--- src/mcta_pkg.sv ---
// Package for the mip chain texel address unit.
// Field widths, word structs, config struct, status and register codes, dimension helpers.
// No dependencies.
`default_nettype none

package mcta_pkg;

    localparam int MAX_DIM_LOG2 = 14;
    localparam int MAX_MIPS     = 15;

    localparam int DIM_W   = 15;   // base width / height register width
    localparam int DEPTH_W = 12;
    localparam int LVL_W   = 4;
    localparam int SLC_W   = 12;
    localparam int IDX_W   = 42;
    localparam int CFG_IDX_W  = 3;
    localparam int CFG_DATA_W = 15;

    localparam logic [DIM_W-1:0] DIM_CAP = DIM_W'(1) << MAX_DIM_LOG2;
    localparam logic [LVL_W-1:0] MIPS_CAP = LVL_W'(MAX_MIPS);
    localparam logic [LVL_W-1:0] LAST_MIP = LVL_W'(MAX_MIPS - 1);

    typedef enum logic [2:0] {
        ST_OK           = 3'd0,
        ST_NOT_READABLE = 3'd1,
        ST_BAD_LEVEL    = 3'd2,
        ST_BAD_SLICE    = 3'd3,
        ST_BAD_POS      = 3'd4
    } status_t;

    typedef enum logic [CFG_IDX_W-1:0] {
        CFG_BASE_WIDTH  = 3'd0,
        CFG_BASE_HEIGHT = 3'd1,
        CFG_BASE_DEPTH  = 3'd2,
        CFG_MIP_LEVELS  = 3'd3,
        CFG_SLICE_COUNT = 3'd4,
        CFG_READABLE    = 3'd5
    } cfg_idx_t;

    // offset table sequencer states
    typedef enum logic [2:0] {
        OT_MUL_WH,
        OT_MUL_D,
        OT_MUL_S,
        OT_ACC,
        OT_DONE
    } ot_state_t;

    typedef struct packed {
        logic [13:0] pos_x;
        logic [13:0] pos_y;
        logic [10:0] pos_z;
        logic [3:0]  level;
        logic [10:0] slice;
    } in_word_t;

    typedef struct packed {
        logic [IDX_W-1:0] texel_index;
        status_t          status;
    } out_word_t;

    typedef struct packed {
        logic [DIM_W-1:0]   base_width;
        logic [DIM_W-1:0]   base_height;
        logic [DEPTH_W-1:0] base_depth;
        logic [LVL_W-1:0]   mip_levels;
        logic [SLC_W-1:0]   slice_count;
        logic               readable_enable;
    } cfg_t;

    function automatic logic [DIM_W-1:0] sat_dim(input logic [DIM_W-1:0] v);
        return (v > DIM_CAP) ? DIM_CAP : v;
    endfunction

    // base >> level, floored at one
    function automatic logic [DIM_W-1:0] mip_dim(input logic [DIM_W-1:0] base,
                                                 input logic [LVL_W-1:0] lvl);
        logic [DIM_W-1:0] shifted;
        shifted = base >> lvl;
        return (shifted == '0) ? DIM_W'(1) : shifted;
    endfunction

endpackage

`default_nettype wire

--- src/mcta_offset_table.sv ---
// Per-level start offset table: sequencer that sums w*h*d*slices over the mip chain.
// Depends on mcta_pkg.
`default_nettype none

module mcta_offset_table
    import mcta_pkg::*;
(
    input  wire logic             aclk,
    input  wire logic             aresetn,
    input  wire logic             rebuild,
    input  wire cfg_t             cfg,
    input  wire logic [LVL_W-1:0] rd_level,
    output logic [IDX_W-1:0]      rd_offset,
    output logic                  busy
);

    ot_state_t        state_reg, state_next;
    logic [LVL_W-1:0] mip_reg;
    logic [IDX_W-1:0] acc_reg;
    logic [IDX_W-1:0] prod_reg, prod_next;
    logic             table_we;
    logic [IDX_W-1:0] table_mem [2**LVL_W];

    logic [DIM_W-1:0] w_cur, h_cur, d_cur;

    assign w_cur = mip_dim(sat_dim(cfg.base_width), mip_reg);
    assign h_cur = mip_dim(sat_dim(cfg.base_height), mip_reg);
    assign d_cur = mip_dim(DIM_W'(cfg.base_depth), mip_reg);

    always_comb begin
        state_next = state_reg;
        unique case (state_reg)
            OT_MUL_WH: state_next = OT_MUL_D;
            OT_MUL_D:  state_next = OT_MUL_S;
            OT_MUL_S:  state_next = OT_ACC;
            OT_ACC:    state_next = (mip_reg == LAST_MIP) ? OT_DONE : OT_MUL_WH;
            OT_DONE:   state_next = OT_DONE;
            default:   state_next = OT_DONE;
        endcase
        if (rebuild) begin
            state_next = OT_MUL_WH;
        end
    end

    always_comb begin
        busy     = (state_reg != OT_DONE);
        table_we = (state_reg == OT_ACC);
    end

    always_comb begin
        case (state_reg)
            OT_MUL_WH: prod_next = IDX_W'(30'(w_cur) * 30'(h_cur));
            OT_MUL_D:  prod_next = IDX_W'(prod_reg[29:0]) * IDX_W'(d_cur);
            OT_MUL_S:  prod_next = prod_reg * IDX_W'(cfg.slice_count);
            default:   prod_next = prod_reg;
        endcase
    end

    always_ff @(posedge aclk) begin
        if (!aresetn) begin
            state_reg <= OT_MUL_WH;
            mip_reg   <= '0;
            acc_reg   <= '0;
        end else begin
            state_reg <= state_next;
            if (rebuild) begin
                mip_reg <= '0;
                acc_reg <= '0;
            end else if (table_we) begin
                mip_reg <= mip_reg + LVL_W'(1);
                acc_reg <= acc_reg + prod_reg;
            end
        end
    end

    always_ff @(posedge aclk) begin
        prod_reg <= prod_next;
    end

    // entry m+1 holds the sum of mips 0..m; a read of level 0 returns zero
    always_ff @(posedge aclk) begin
        if (table_we && !rebuild) begin
            table_mem[mip_reg + LVL_W'(1)] <= acc_reg + prod_reg;
        end
    end

    assign rd_offset = (rd_level == '0) ? '0 : table_mem[rd_level];

endmodule

`default_nettype wire

--- config.mk ---
export PLATFORM = sky130hd
export DESIGN_NAME = mcta_offset_table
export DESIGN_NICKNAME = d
export VERILOG_FILES = /design/src/mcta_pkg.sv /design/src/mcta_offset_table.sv
export SDC_FILE = /design/constraint.sdc
export NUM_CORES = 2
export LEC_CHECK = 0
export ABC_AREA = 1
export ABC_CLOCK_PERIOD_IN_PS = 7700
export BUFFER_PORTS_ARGS = -buffer_cell sky130_fd_sc_hd__buf_2
export CORE_AREA = 2 2 474 358
export DETAILED_ROUTE_END_ITERATION = 8
export DIE_AREA = 0 0 476 360
export PLACE_DENSITY = 0.59
export SLEW_MARGIN = 25
export SYNTH_ARGS = -nofsm -noshare
export SYNTH_HDL_FRONTEND = slang
export SYNTH_SLANG_ARGS = --single-unit
export TNS_END_PERCENT = 1
--- constraint.sdc ---
create_clock -name aclk -period 7.7 [get_ports aclk]
set_input_delay 0.77 -clock aclk [delete_from_list [all_inputs] [get_ports aclk]]
set_output_delay 0.77 -clock aclk [all_outputs]
set_load 0.005 [all_outputs]
Word level (Yosys, flattened, before mapping)
Memory sizes are Yosys's and may differ from the RTL's. Cells that the tools add are included.

Bits in registers: 91. Bits in writable memories: 672. Output and inout port bits: 43. Word-level logic and storage cells: 41. Memories kept: 1.

Add/sub/neg operators: 2. Multiply operators: 3. Magnitude comparators: 2. Equality and inequality tests: 5. Shift operators: 3. Mux-type cells: 11. Bitwise operators: 1. Reductions and logical operators: 9.

Memories: table_mem (words 16, bits a word 42, read ports 1, clocked after Yosys merged registers in 0, wr ports 1, line mcta_offset_table.sv:22) `logic [IDX_W-1:0] table_mem [2**LVL_W];`.

Operator list (count): one-hot mux 42 bit (3 select lines) (1); two-way mux 15 bit (5); logical NOT 15 bit (3); adder 42 bit (1); multiplier 30 x 15 -> 42 bit (1); multiplier 42 x 12 -> 42 bit (1); two-way mux 42 bit (1); > comparator 15 bit, second input constant (2); multiplier 15 x 15 -> 30 bit (1); >> shifter 15 x 4 -> 15 bit (2); >> shifter 12 x 4 -> 15 bit (1); one-hot mux 3 bit (4 select lines) (1); == test 3 x 2 -> 1 bit, second input constant (2); adder 4 x 1 -> 4 bit, second input constant (1); == test 4 bit, second input constant (1); logical NOT 4 bit (1); == test 3 x 1 -> 1 bit, second input constant (1); logical NOT 3 bit (1); two-way mux 3 bit (1); != test 3 bit, second input constant (1); nonzero test 3 bit (1); two-way mux 1 bit (2); OR reduction 2 bit (1); logical AND 1 bit (1); other kinds (2) (2).

Logic depth before layout (Yosys ltp)
Depth after elaboration: 7. Depth in mapped cells: 43.

Least setup slack after synthesis
OpenSTA, ideal clock, no wires.

Kind: input-to-reg. From: input cfg[44] in the netlist's numbering. To: register prod_reg[21] (data pin). Setup time: 0.272 ns. Data arrival time: 6.889 ns. Data required time: 7.428 ns. Setup slack: 0.540 ns. Cell stages on the path: 35. Buffers on the path: 2. Cells stage by stage: or2_0 nor2_1 nand2_1 nand2_2 buf_6 nand3_2 nand3_1 nand2_1 nand2_2 nand3_2 inv_1 clkbuf_1 nand2_1 fa_1 fa_1 inv_1 fa_1 inv_1 fa_1 inv_1 fa_1 inv_1 fa_1 inv_1 ha_1 nand2_1 o21ai_0 nand2_1 nand2_1 a31oi_1 o21ai_0 a21oi_1 xnor2_1 nand2_1 o211ai_1.

Word-level cells in the longest chain between the ends: 7.

Ends and longest elaborated chain: start: declaration (line mcta_offset_table.sv:11) `input wire cfg_t cfg,`; > comparator 15 bit (line mcta_pkg.sv:72) `return (v > DIM_CAP) ? DIM_CAP : v;`; two-way mux 15 bit * (line mcta_pkg.sv:72); >> shifter 15 x 4 -> 15 bit * (line mcta_pkg.sv:79) `shifted = base >> lvl;`; logical NOT 15 bit (line mcta_pkg.sv:80) `return (shifted == '0) ? DIM_W'(1) : shifted;`; two-way mux 15 bit * (line mcta_pkg.sv:80); multiplier 15 x 15 -> 30 bit * (line mcta_offset_table.sv:52) `OT_MUL_WH: prod_next = IDX_W'(30'(w_cur) * 30'(h_cur));`; one-hot mux 42 bit (3 select lines) * (line mcta_offset_table.sv:51) `case (state_reg)`; via prod_next[21] (line mcta_offset_table.sv:20) `logic [IDX_W-1:0] prod_reg, prod_next;`; end signal: assignment (line mcta_offset_table.sv:77) `prod_reg <= prod_next;`; end: declaration (line mcta_offset_table.sv:20).

Mark *: on every way through the listed nets, which the timed path passes. The rest lies on a longest branch. A chain may end at the register's enable or synchronous reset.

Worst setup path in the final report
From: register mip_reg[0]. To: register prod_reg[40] (data pin).

Word-level cells in the longest chain between the ends: 5.

Ends and longest elaborated chain: start: declaration (line mcta_offset_table.sv:18) `logic [LVL_W-1:0] mip_reg;`; start signal: assignment (line mcta_offset_table.sv:70) `mip_reg <= mip_reg + LVL_W'(1);`; >> shifter 12 x 4 -> 15 bit * (line mcta_pkg.sv:79); logical NOT 15 bit (line mcta_pkg.sv:80); two-way mux 15 bit * (line mcta_pkg.sv:80); multiplier 30 x 15 -> 42 bit * (line mcta_offset_table.sv:53) `OT_MUL_D: prod_next = IDX_W'(prod_reg[29:0]) * IDX_W'(d_cur);`; one-hot mux 42 bit (3 select lines) * (line mcta_offset_table.sv:51); via prod_next[40] (line mcta_offset_table.sv:20).

Marked as above.

==> flow_metrics.py <==
metrics = {
    "global_route": {
        "grt_pass1_wl_mm": 316,
        "grt-busiest-layer": "met1",
        "gr-usage-met2": 0.355,
        "grt_util_met3": 0.0393,
        "track_usage": 0.241,
        "grt_pass1_vias": 51600,
        "antenna_found_initial": 14,
        "grt_remaining_overflow": 0,
        "grt_max_degree": 193,
        "use_met1": 0.369,
    },
    "drt": {
        "dr.pass1.iters": 6,
        "vias_per_cell": 5.28,
        "drtIter0Drc": 5463,
        "wl_mm": 207,
        "drc_errors": 0,
        "wl_per_cell_um": 21.0,
        "dr_total_vias": 52200,
        "antenna_violating_nets_post_route": 0,
    },
    "yosys": {
        "synthesis.area_um2": 66300,
        "ys.warnings.count": 0,
        "synth-seq-area-share": 0.338,
        "ys_top_cells_by_count": "nand2_1 (1279), inv_1 (1215), nor2_1 (954)",
        "syn_nets": 8375,
        "synth_cells": 7208,
        "synth.area.top_cells": "edfxtp_1 (32%), fa_1 (24%), nand2_1 (7.2%), inv_1 (6.9%), ha_1 (5.9%)",
        "synth_top_area_share": 0.323,
        "synthArstFlopShare": 0,
        "synth_flop_cell": "edfxtp_1",
        "synth.avg_cell_area_um2": 9.20,
        "synth.most_common_cell": "nand2_1",
        "synth_edf_count": 714,
        "yosysUniqueCellTypes": 62,
        "synth_seq_cells": 763,
        "yosys.area.top_type": "edfxtp_1",
    },
    "finish": {
        "largest_register_ff_count": 672,
        "drive_gt1_frac": 0.127,
        "syn2layout_area_growth_pct": 14.0,
        "fillers": 15900,
        "nets": 8739,
        "fin_area_um2": 75600,
    },
    "die": {
        "coreArea_um2": 167000,
        "die_w_um": 476,
        "start_util": 0.398,
        "rows": 130,
        "die_h_um": 360,
        "num_io_pins": 109,
        "die_area_um2": 171000,
    },
    "sta": {
        "finalClockSkew_ns": 0.0271,
        "hold_viol": 0,
        "min_period_ns": 7.53,
        "post-route-period-util": 0.979,
        "setup_violations": 0,
        "relSlewSlack": 0.254,
        "tightest_slew_ns": 1.12,
        "drv_slew": 0,
        "rsz0062_at_grt": "yes",
        "fmax_mhz": 133,
    },
    "placed_design": {
        "io_buffers": 103,
        "gp_congestion": 0.961,
        "place_area_um2": 72500,
        "post-dp-hpwl_mm": 151,
    },
    "setup_path": {
        "start_kind": "flop",
        "cp_slowest_stage_delay_ns": 0.59,
        "crit_required_ns": 8.12,
        "crit_fanout": 10,
        "critPathArrivalTime_ns": 7.96,
        "cpMostUsedCell": "fa_1",
        "critPathKind": "reg -> reg",
        "cpMaxStageDelayCell": "fa_1",
        "worst_setup_path_end_kind": "flop",
    },
    "clock_tree": {
        "cts_inserted_buffers": 80,
        "cts.sinks": 763,
        "clkTransAtPathRegs_ns": 0.06,
        "clk_latency_ns": 0.69,
        "clock_path_buffers": 3,
        "cts_tree": "built",
        "htree_num_levels": 3,
        "cts_hold_buf": 0,
        "clockRootBuffer": "clkbuf_16",
    },
    "run_status": {
        "status": "complete, no violations",
    },
    "flow_run": {
        "drv_cap": 0,
    },
    "worst_hold_path": {
        "hold_path.class": "reg -> reg",
    },
}
-- per-stage QoR --
stage	TNS [ns]	hold slack, ns	setup slack (ns)	cells	utilization
final	0	0.532	0.165	9888	0.454
after detailed placement	-12.87	0.510	-0.658	9720	0.435
after global routing	-1.78	0.591	-0.207	9888	0.454
after CTS	0	0.529	0.0547	9870	0.450
after floorplan	0	0.445	0.540	7208	-
after global placement	-12.50	0.499	-0.618	9720	0.434
-- final cells by class --
cell class,count,area [um^2],share of cell area
multi-input combinational,4847,38400,0.508
sequential,763,22400,0.297
inverter,1254,4740,0.0626
timing repair buffer,625,4640,0.0614
tap,2244,2810,0.0371
clock buffer,100,2090,0.0276
clock inverter,50,484,0.00640
timing repair inverter,1,11.3,0.000149
antenna,4,10.0,0.000132
-- per-layer routing --
metal | share of wire | vias to the layer above
met1 | 0.46 | 26000
li1 | - | 23800
met2 | 0.43 | 2100
met3 | 0.088 | 245
met4 | 0.024 | 0
met5 | 0 | -
-- cells by family after synthesis --
logic type,Yosys count,share of synthesized area
mux,65,0.00981
compound gates,986,0.0907
fa+ha+maj,1101,0.297
simple gates,2599,0.159
xor+xnor,96,0.0127
buf+inv,1598,0.0927
flops,763,0.338
-- timing repair --
item	4_1_cts	5_1_grt
endpoints found under the setup margin	18	30
setup buffers	0	12
gates cloned	0	1
pin swaps	0	20
resized for setup	4	124
-- final timing paths --
kind,start,end,slack (ns),depth (start not counted)
min reg2reg,acc_reg[2],acc_reg[2],0.53,2
min,acc_reg[2],acc_reg[2],0.53,2
max reg2reg,mip_reg[0],prod_reg[40],0.17,35
max,mip_reg[0],prod_reg[40],0.17,35
-- layout by cell type, fill, tap and decap left out, types with 65 or more instances in the layout --
cell type	count
edfxtp_1	714
o221ai_1	71
nand3_1	205
o32ai_1	104
buf_4	502
nor2_1	923
buf_2	101
fa_1	782
nand2_1	1271
mux2i_1	65
a31oi_1	79
ha_1	310
a21oi_1	221
o21ai_0	335
clkbuf_16	80
inv_1	1213
-- critical path: cells and delay by family (launching register included) --
kind                       cells  cell delay [ns]
AOI/OAI and AO/OA              5             0.53
adders and majority gates      7             3.35
buffers and inverters         10             1.23
DFF                            1             0.36
and+or+nand+nor               13             1.81
Power is not shown: default switching activity piles up to over one toggle a cycle in this logic, so the estimate is an artifact.
