===== src/mcta_pkg.sv =====
// Package for the mip chain texel address unit.
// Field widths, word structs, config struct, status and register codes, dimension helpers.
// No dependencies.
`default_nettype none

package mcta_pkg;

    localparam int MAX_DIM_LOG2 = 14;
    localparam int MAX_MIPS     = 15;

    localparam int DIM_W   = 15;   // base width / height register width
    localparam int DEPTH_W = 12;
    localparam int LVL_W   = 4;
    localparam int SLC_W   = 12;
    localparam int IDX_W   = 42;
    localparam int CFG_IDX_W  = 3;
    localparam int CFG_DATA_W = 15;

    localparam logic [DIM_W-1:0] DIM_CAP = DIM_W'(1) << MAX_DIM_LOG2;
    localparam logic [LVL_W-1:0] MIPS_CAP = LVL_W'(MAX_MIPS);
    localparam logic [LVL_W-1:0] LAST_MIP = LVL_W'(MAX_MIPS - 1);

    typedef enum logic [2:0] {
        ST_OK           = 3'd0,
        ST_NOT_READABLE = 3'd1,
        ST_BAD_LEVEL    = 3'd2,
        ST_BAD_SLICE    = 3'd3,
        ST_BAD_POS      = 3'd4
    } status_t;

    typedef enum logic [CFG_IDX_W-1:0] {
        CFG_BASE_WIDTH  = 3'd0,
        CFG_BASE_HEIGHT = 3'd1,
        CFG_BASE_DEPTH  = 3'd2,
        CFG_MIP_LEVELS  = 3'd3,
        CFG_SLICE_COUNT = 3'd4,
        CFG_READABLE    = 3'd5
    } cfg_idx_t;

    // offset table sequencer states
    typedef enum logic [2:0] {
        OT_MUL_WH,
        OT_MUL_D,
        OT_MUL_S,
        OT_ACC,
        OT_DONE
    } ot_state_t;

    typedef struct packed {
        logic [13:0] pos_x;
        logic [13:0] pos_y;
        logic [10:0] pos_z;
        logic [3:0]  level;
        logic [10:0] slice;
    } in_word_t;

    typedef struct packed {
        logic [IDX_W-1:0] texel_index;
        status_t          status;
    } out_word_t;

    typedef struct packed {
        logic [DIM_W-1:0]   base_width;
        logic [DIM_W-1:0]   base_height;
        logic [DEPTH_W-1:0] base_depth;
        logic [LVL_W-1:0]   mip_levels;
        logic [SLC_W-1:0]   slice_count;
        logic               readable_enable;
    } cfg_t;

    function automatic logic [DIM_W-1:0] sat_dim(input logic [DIM_W-1:0] v);
        return (v > DIM_CAP) ? DIM_CAP : v;
    endfunction

    // base >> level, floored at one
    function automatic logic [DIM_W-1:0] mip_dim(input logic [DIM_W-1:0] base,
                                                 input logic [LVL_W-1:0] lvl);
        logic [DIM_W-1:0] shifted;
        shifted = base >> lvl;
        return (shifted == '0) ? DIM_W'(1) : shifted;
    endfunction

endpackage

`default_nettype wire


===== src/mcta_addr_pipe.sv =====
// Five-stage address pipeline: checks, then (slice*d + z)*h + y, *w, + x + level offset.
// Depends on mcta_pkg.
`default_nettype none

module mcta_addr_pipe
    import mcta_pkg::*;
(
    input  wire logic             aclk,
    input  wire logic             aresetn,
    input  wire cfg_t             cfg,
    input  wire logic             in_valid,
    output logic                  in_ready,
    input  wire in_word_t         in_word,
    output logic [LVL_W-1:0]      tbl_level,
    input  wire logic [IDX_W-1:0] tbl_offset,
    output logic                  out_valid,
    input  wire logic             out_ready,
    output out_word_t             out_word
);

    logic v1_reg, v2_reg, v3_reg, v4_reg, v5_reg;
    logic adv1, adv2, adv3, adv4, adv5;

    // stage 1
    logic [13:0]      s1_x_reg, s1_y_reg;
    logic [10:0]      s1_z_reg, s1_slc_reg;
    logic [DIM_W-1:0] s1_w_reg, s1_h_reg;
    logic [DEPTH_W-1:0] s1_d_reg;
    status_t          s1_st_reg;
    logic [IDX_W-1:0] s1_off_reg;
    // stage 2
    logic [13:0]      s2_x_reg, s2_y_reg;
    logic [DIM_W-1:0] s2_w_reg, s2_h_reg;
    logic [22:0]      s2_t_reg;
    status_t          s2_st_reg;
    logic [IDX_W-1:0] s2_off_reg;
    // stage 3
    logic [13:0]      s3_x_reg;
    logic [DIM_W-1:0] s3_w_reg;
    logic [37:0]      s3_t_reg;
    status_t          s3_st_reg;
    logic [IDX_W-1:0] s3_off_reg;
    // stage 4
    logic [13:0]      s4_x_reg;
    logic [IDX_W-1:0] s4_t_reg;
    status_t          s4_st_reg;
    logic [IDX_W-1:0] s4_off_reg;
    // stage 5 (output)
    out_word_t        s5_word_reg;

    logic [DIM_W-1:0] w_next, h_next, d_full;
    logic [LVL_W-1:0] nmips;
    status_t          st_next;
    logic [22:0]      s2_t_next;
    logic [37:0]      s3_t_next;
    logic [IDX_W-1:0] s4_t_next;
    logic [IDX_W-1:0] idx_next;

    assign adv5     = !v5_reg || out_ready;
    assign adv4     = !v4_reg || adv5;
    assign adv3     = !v3_reg || adv4;
    assign adv2     = !v2_reg || adv3;
    assign adv1     = !v1_reg || adv2;
    assign in_ready = adv1;

    assign tbl_level = in_word.level;

    always_comb begin
        w_next = mip_dim(sat_dim(cfg.base_width), in_word.level);
        h_next = mip_dim(sat_dim(cfg.base_height), in_word.level);
        d_full = mip_dim(DIM_W'(cfg.base_depth), in_word.level);
        nmips  = (cfg.mip_levels < MIPS_CAP) ? cfg.mip_levels : MIPS_CAP;
        // lowest code wins
        if (!cfg.readable_enable) begin
            st_next = ST_NOT_READABLE;
        end else if (in_word.level >= nmips) begin
            st_next = ST_BAD_LEVEL;
        end else if (SLC_W'(in_word.slice) >= cfg.slice_count) begin
            st_next = ST_BAD_SLICE;
        end else if (DIM_W'(in_word.pos_x) >= w_next || DIM_W'(in_word.pos_y) >= h_next
                     || DIM_W'(in_word.pos_z) >= d_full) begin
            st_next = ST_BAD_POS;
        end else begin
            st_next = ST_OK;
        end
    end

    assign s2_t_next = 23'(s1_slc_reg) * 23'(s1_d_reg) + 23'(s1_z_reg);
    assign s3_t_next = 38'(s2_t_reg) * 38'(s2_h_reg) + 38'(s2_y_reg);
    assign s4_t_next = IDX_W'(s3_t_reg) * IDX_W'(s3_w_reg);
    assign idx_next  = s4_off_reg + s4_t_reg + IDX_W'(s4_x_reg);

    always_ff @(posedge aclk) begin
        if (!aresetn) begin
            v1_reg <= 1'b0;
            v2_reg <= 1'b0;
            v3_reg <= 1'b0;
            v4_reg <= 1'b0;
            v5_reg <= 1'b0;
        end else begin
            if (adv1) v1_reg <= in_valid;
            if (adv2) v2_reg <= v1_reg;
            if (adv3) v3_reg <= v2_reg;
            if (adv4) v4_reg <= v3_reg;
            if (adv5) v5_reg <= v4_reg;
        end
    end

    always_ff @(posedge aclk) begin
        if (adv1) begin
            s1_x_reg   <= in_word.pos_x;
            s1_y_reg   <= in_word.pos_y;
            s1_z_reg   <= in_word.pos_z;
            s1_slc_reg <= in_word.slice;
            s1_w_reg   <= w_next;
            s1_h_reg   <= h_next;
            s1_d_reg   <= d_full[DEPTH_W-1:0];
            s1_st_reg  <= st_next;
            s1_off_reg <= tbl_offset;
        end
        if (adv2) begin
            s2_x_reg   <= s1_x_reg;
            s2_y_reg   <= s1_y_reg;
            s2_w_reg   <= s1_w_reg;
            s2_h_reg   <= s1_h_reg;
            s2_t_reg   <= s2_t_next;
            s2_st_reg  <= s1_st_reg;
            s2_off_reg <= s1_off_reg;
        end
        if (adv3) begin
            s3_x_reg   <= s2_x_reg;
            s3_w_reg   <= s2_w_reg;
            s3_t_reg   <= s3_t_next;
            s3_st_reg  <= s2_st_reg;
            s3_off_reg <= s2_off_reg;
        end
        if (adv4) begin
            s4_x_reg   <= s3_x_reg;
            s4_t_reg   <= s4_t_next;
            s4_st_reg  <= s3_st_reg;
            s4_off_reg <= s3_off_reg;
        end
        if (adv5) begin
            s5_word_reg.texel_index <= (s4_st_reg == ST_OK) ? idx_next : '0;
            s5_word_reg.status      <= s4_st_reg;
        end
    end

    assign out_valid = v5_reg;
    assign out_word  = s5_word_reg;

endmodule

`default_nettype wire


===== config.mk =====
export PLATFORM = sky130hd
export DESIGN_NAME = mcta_addr_pipe
export DESIGN_NICKNAME = d
export VERILOG_FILES = /design/src/mcta_pkg.sv /design/src/mcta_addr_pipe.sv
export SDC_FILE = /design/constraint.sdc
export NUM_CORES = 2
export LEC_CHECK = 0
export BUFFER_PORTS_ARGS = -buffer_cell sky130_fd_sc_hd__buf_2
export CAP_MARGIN = 20
export CORE_MARGIN = 10
export CORE_UTILIZATION = 45
export DETAILED_ROUTE_END_ITERATION = 10
export GPL_ROUTABILITY_DRIVEN = 0
export SLEW_MARGIN = 0
export SYNTH_ARGS = -nofsm -noshare
export SYNTH_HDL_FRONTEND = slang
export SYNTH_SLANG_ARGS = --single-unit

===== constraint.sdc =====
create_clock -name aclk -period 6.5 [get_ports aclk]
set_clock_uncertainty 0.15 [all_clocks]
set_input_delay 0 -clock aclk [delete_from_list [all_inputs] [get_ports aclk]]
set_output_delay 0 -clock aclk [all_outputs]
set_load 0.02 [all_outputs]

# ---- Word level (Yosys, flattened, before mapping)
# Cells that the tools add are included.
dict set report op_classes {
  n_mul 3
  addsub 4
  reduce_logical 17
  order_cmp 8
  n_bitwise 1
  mux 9
  shift 3
}
# op n
set ops {}
lappend ops {{$mux 15} 5}
lappend ops {{$logic_not 15->1} 3}
lappend ops {{$add 42x14->42} 1}
lappend ops {{$add 42x42->42} 1}
lappend ops {{$mul 38x15->42} 1}
lappend ops {{$add 38x14->38} 1}
lappend ops {{$mul 23x15->38} 1}
lappend ops {{$ge 14x15->1} 2}
lappend ops {{$gt 15x15->1 const B} 2}
lappend ops {{$shr 15x4->15} 2}
lappend ops {{$add 23x11->23} 1}
lappend ops {{$mul 11x12->23} 1}
lappend ops {{$ge 11x15->1} 1}
lappend ops {{$shr 12x4->15} 1}
lappend ops {{$ge 11x12->1} 1}
lappend ops {{$logic_or 1x1->1} 7}
lappend ops {{$logic_not 1->1} 5}
lappend ops {{$ge 4x4->1} 1}
lappend ops {{$lt 4x4->1 const B} 1}
lappend ops {{$mux 2} 2}
lappend ops {{$mux 4} 1}
lappend ops {{$logic_not 3->1} 1}
lappend ops {{$mux 3} 1}
lappend ops {{$reduce_or 3->1} 1}
lappend ops {{$not 1->1} 1}
dict set report totals {
  inputBits 159
  reg_bits 526
}

# ---- Depth between registers and ports, before layout
dict set report depth {
  ltp_word 11
  depth_mapped 26
}

# ---- Worst setup path after synthesis
# No wires, ideal clock.
dict set report synth_path {
  kind {register to register}
  startpoint {register s3_w_reg[3]}
  endpoint {register s4_t_reg[40], data pin}
  slack_ns 0.029
  stages_incl_launch_ff 25
  arrival_time_ns 6.059
  path_buffers 3
  required_ns 6.088
  cell_sequence {edfxtp_1 -> clkbuf_1 -> clkbuf_1 -> nand2_1 -> fa_1 -> inv_1 -> fa_1 -> fa_1 -> fa_1 -> fa_1 -> inv_1 -> fa_1 -> inv_1 -> ha_1 -> clkbuf_1 -> a21oi_1 -> o21ai_0 -> a221o_1 -> a21oi_1 -> o21ai_0 -> o21bai_1 -> a21oi_1 -> a311oi_1 -> o21bai_1 -> xor2_1}
}
dict set report synth_via {
  elab_chain_len 1
}
# element line
set synth_rtl {}
lappend synth_rtl {{start: declaration} mcta_addr_pipe.sv:39} ;# logic [DIM_W-1:0] s3_w_reg;
lappend synth_rtl {{start signal: assignment} mcta_addr_pipe.sv:132} ;# s3_w_reg <= s2_w_reg;
lappend synth_rtl {{$mul 38x15->42} mcta_addr_pipe.sv:90} ;# assign s4_t_next = IDX_W'(s3_t_reg) * IDX_W'(s3_w_reg);
lappend synth_rtl {{net s4_t_next[40]} mcta_addr_pipe.sv:56} ;# logic [IDX_W-1:0] s4_t_next;
lappend synth_rtl {{end signal: assignment} mcta_addr_pipe.sv:139} ;# s4_t_reg <= s4_t_next;
lappend synth_rtl {{end: declaration} mcta_addr_pipe.sv:45} ;# logic [IDX_W-1:0] s4_t_reg;
# The timed path passes the listed nets, and every way through them passes these cells.
# A chain may end at the register's enable or synchronous reset.

# ---- Worst setup path in the final report
dict set report layout_path {
  startpoint {register s3_t_reg[12]}
  endpoint {register s4_t_reg[40], data pin}
}
dict set report layout_via {
  elab_chain_len 1
}
# element line
set layout_rtl {}
lappend layout_rtl {{start: declaration} mcta_addr_pipe.sv:40} ;# logic [37:0] s3_t_reg;
lappend layout_rtl {{start signal: assignment} mcta_addr_pipe.sv:133} ;# s3_t_reg <= s3_t_next;
lappend layout_rtl {{$mul 38x15->42} mcta_addr_pipe.sv:90}
lappend layout_rtl {{net s4_t_next[40]} mcta_addr_pipe.sv:56}
# The timed path passes the listed nets, and every way through them passes these cells.

==> reports/summary.txt <==
status - completed
syn_area_per_cell - 10.7 µm²
hold endpoint - s1_y_reg[4]
Yosys reg bits - 526
Synth top area share - 30.8%
Via Count - 35769
Worst Setup Path Type - register to register
Worst Setup End Kind - register
Yosys top cell by area - fa_1
area grow syn2layout - 17.6%
Syn Inst Count - 4942
worst-path fanout max - 5
register area - 15700 µm²
Post-synth top flop - edfxtp_1
critical path cell sequence - buf_6 -> and2_1 -> fa_1 -> inv_2 -> fa_1 -> inv_1 -> fa_1 -> fa_2 -> fa_1 -> inv_1 -> fa_1 -> inv_1 -> ha_4 -> buf_4 -> nand3_1 -> o211ai_1 -> a311oi_2 -> buf_4 -> a211oi_2 -> o21bai_1 -> a21oi_2 -> a311oi_1 -> o21bai_1 -> xor2_1
post-synthesis async set-or-reset flop share - 0%
row cnt - 125
Die W - 363 µm
worst hold start - in_word[30]
die footprint - 132000 µm²
Clk Latency, worst-skew pair - 0.66 ns
post-synthesis sequential area ratio - 29.8%
commonest non-fill, non-tap cell in the layout - inv_1
clk buf depth - 3
grt ovf - 0
fill count - 10250
synth unique cells - 83
RR Endpoint - s4_t_reg[40]
Clock Sinks - 526
number of synthesized flops with an enable pin - 521
Internal - 17.2 mW
PD cells - 494 nW/µm²
Max transition margin - 31.5%
Num CTS Buffers - 54
Die Height - 363 µm
Final Hold Fails - 0
Net Sw Frac - 43.9%
CP Data Arrival Time - 6.69 ns
DRT Wirelength - 124000 µm
multi-input combinational cell area - 33300 µm²
crit path time final - 6.46 ns
IO Pins - 210
final setup fails - 0
Max Clock Freq - 155 MHz
DP Wirelength - 97600 µm
Max stage delay on crit path - 0.58 ns
placed cells - 6702
Critical Path Most Common Cell - fa_1
wire per inst - 17.5 µm
CP startpoint kind - register
# DRC - 0
Detail Route Antenna Nets - 0
port bufs - 209
First-pass DRT Iterations - 6
Via-to-Cell Ratio - 5.05
Critical Path RT - 6.73 ns
Peak VDD IR - 763 µV
Reg clk slew, reported paths - 0.06 ns
MaxCap Viol Count - 0
vias in the first global route - 38194
worst r2r src - s3_t_reg[12]
unrepaired setup endpoints after global routing - yes
core region area - 116000 µm²
setup ws final - 0.0425 ns
initial antenna violation count - 2
Hold Path Class - primary input to register
area of the mapped netlist - 52900 µm²
Root Driver - clkbuf_16
Slew Limit Fails - 0
reg2reg setup slack - 0.04 ns
Yosys warning count - 0
Area contributors post-synth - fa_1 31%, edfxtp_1 30%, ha_1 8.9%
Total GRT Usage - 18.9%
Largest register FFs - 45
part of the power in the clock network - 10.5%
global-route wire length before repair - 202000 µm
post-route insts no fill - 7088
CTS tree - yes
Leakage - 29.3 nW
largest net degree at the start of global routing - 140
most frequent cells in the layout - 930 x inv_1, 802 x fa_1, 631 x nand2_1, 521 x edfxtp_1, 470 x and2_1
fraction of layout cells with a size suffix above 1 - 12.5%
Starting Density - 45.4%
pre-CTS WS - -0.219 ns
Mapped Nets - 6288
Final Hold Slack - 0.0381 ns
Logic pwr share - 72.1%
Tcrit/Tclk final - 99.3%
H-tree depth - 2
final net count - 6864
hold path depth - 2
initial drt markers - 1949
Critical Path Slowest Stage Cell - fa_1
cells on worst reg2reg path - 24
Seq pwr share - 17.5%
Slew @ Worst Pin - 1.03 ns
Sw Pwr - 13.5 mW
kinds of logic after synthesis:
family / after synthesis / share of synthesized area [%]
simple gates: 1439 / 13.3
fa+ha+maj: 1187 / 39.6
compound gates: 471 / 5.98
flops: 526 / 29.8
buf+inv: 1141 / 8.17
mux: 44 / 0.883
xor+xnor: 134 / 2.22
power by group through the flow:
stage | clock [mW] | sequential [mW] | combinational (mW)
after floorplan | 0 | 5.37 | 13.3
after global placement | 0 | 5.48 | 19.8
after detailed placement | 0 | 5.49 | 20.1
after CTS | 3.30 | 5.41 | 20.5
after global routing | 3.43 | 5.43 | 24.9
final | 3.22 | 5.37 | 22.1
metrics by stage:
step                      cell area, µm²  TNS (ns)  total power, mW  utilization [%]
final                              62200         0             30.7             53.4
after global routing               62200     -1.41             33.8             53.4
after CTS                          61300         0             29.2             52.7
after detailed placement           57000     -1.08             25.6             49.0
after global placement             57000    -0.332             25.3             49.0
after floorplan                    52900         0             18.7                -
how the worst max path moves through the flow:
stage                       startpoint            to  slack [ns]  cells past startpoint
after floorplan            s3_w_reg[3]  s4_t_reg[40]        0.03                     24
final                     s3_t_reg[12]  s4_t_reg[40]        0.04                     24
after CTS                  s3_w_reg[0]  s4_t_reg[40]       0.003                     24
after global placement     s3_w_reg[0]  s4_t_reg[40]        -0.1                     24
after detailed placement   s3_w_reg[0]  s4_t_reg[40]       -0.22                     24
after global routing       s3_w_reg[0]  s4_t_reg[40]       -0.26                     24
worst max-delay path, delay by kind of cell, from the launching register on:
kind,cells,cell delay [ns]
AOI/OAI and AO/OA,7,1.32
xor gates and xnor gates,1,0.08
adders and majority gates,7,3.27
buffers and inverters,7,0.67
DFF,1,0.47
and+or+nand+nor,2,0.24
layout make-up:
cell class	count	area share (%)
multi-input cells	3275	53.5
flip-flops and latches	526	25.3
repair buffers	721	9.44
inverters	940	5.68
well taps	1524	3.07
clock buffers	66	2.25
clock inverters	35	0.726
diodes	1	0.00402
layer usage:
metal	part of all wire, %	track usage [%]
met3	5.3	3.15
met1	43	24.4
met2	49	32.7
met4	2.7	4.71
met5	0	0
cell usage after synthesis (9+ instances only):
cell type	count
inv_1	939
fa_1	813
nand2_1	635
edfxtp_1	521
and2_1	476
ha_1	374
clkbuf_1	177
a21oi_1	122
nor2_1	117
xnor2_1	91
o21ai_0	85
a21o_1	61
xor2_1	43
nor3_1	41
nand3_1	38
mux2i_1	32
o21a_1	30
a211oi_1	29
nand2b_1	28
nor2b_1	25
a31oi_1	24
o21bai_1	22
and3_1	16
nand4_1	15
or3_1	14
mux2_2	11
nor4_1	11
buf_2	9
timing repair:
| action | in CTS | in global routing |
|---|---|---|
| resized for setup | 17 | 96 |
| setup endpoints to repair | 10 | 31 |
| cloned | 0 | 3 |
| hold buffers | 230 | 0 |
| pin swaps | 15 | 74 |
| endpoints found under the hold margin | 130 | 0 |
| buffers inserted | 3 | 49 |
(Power assumes the default switching activity.)
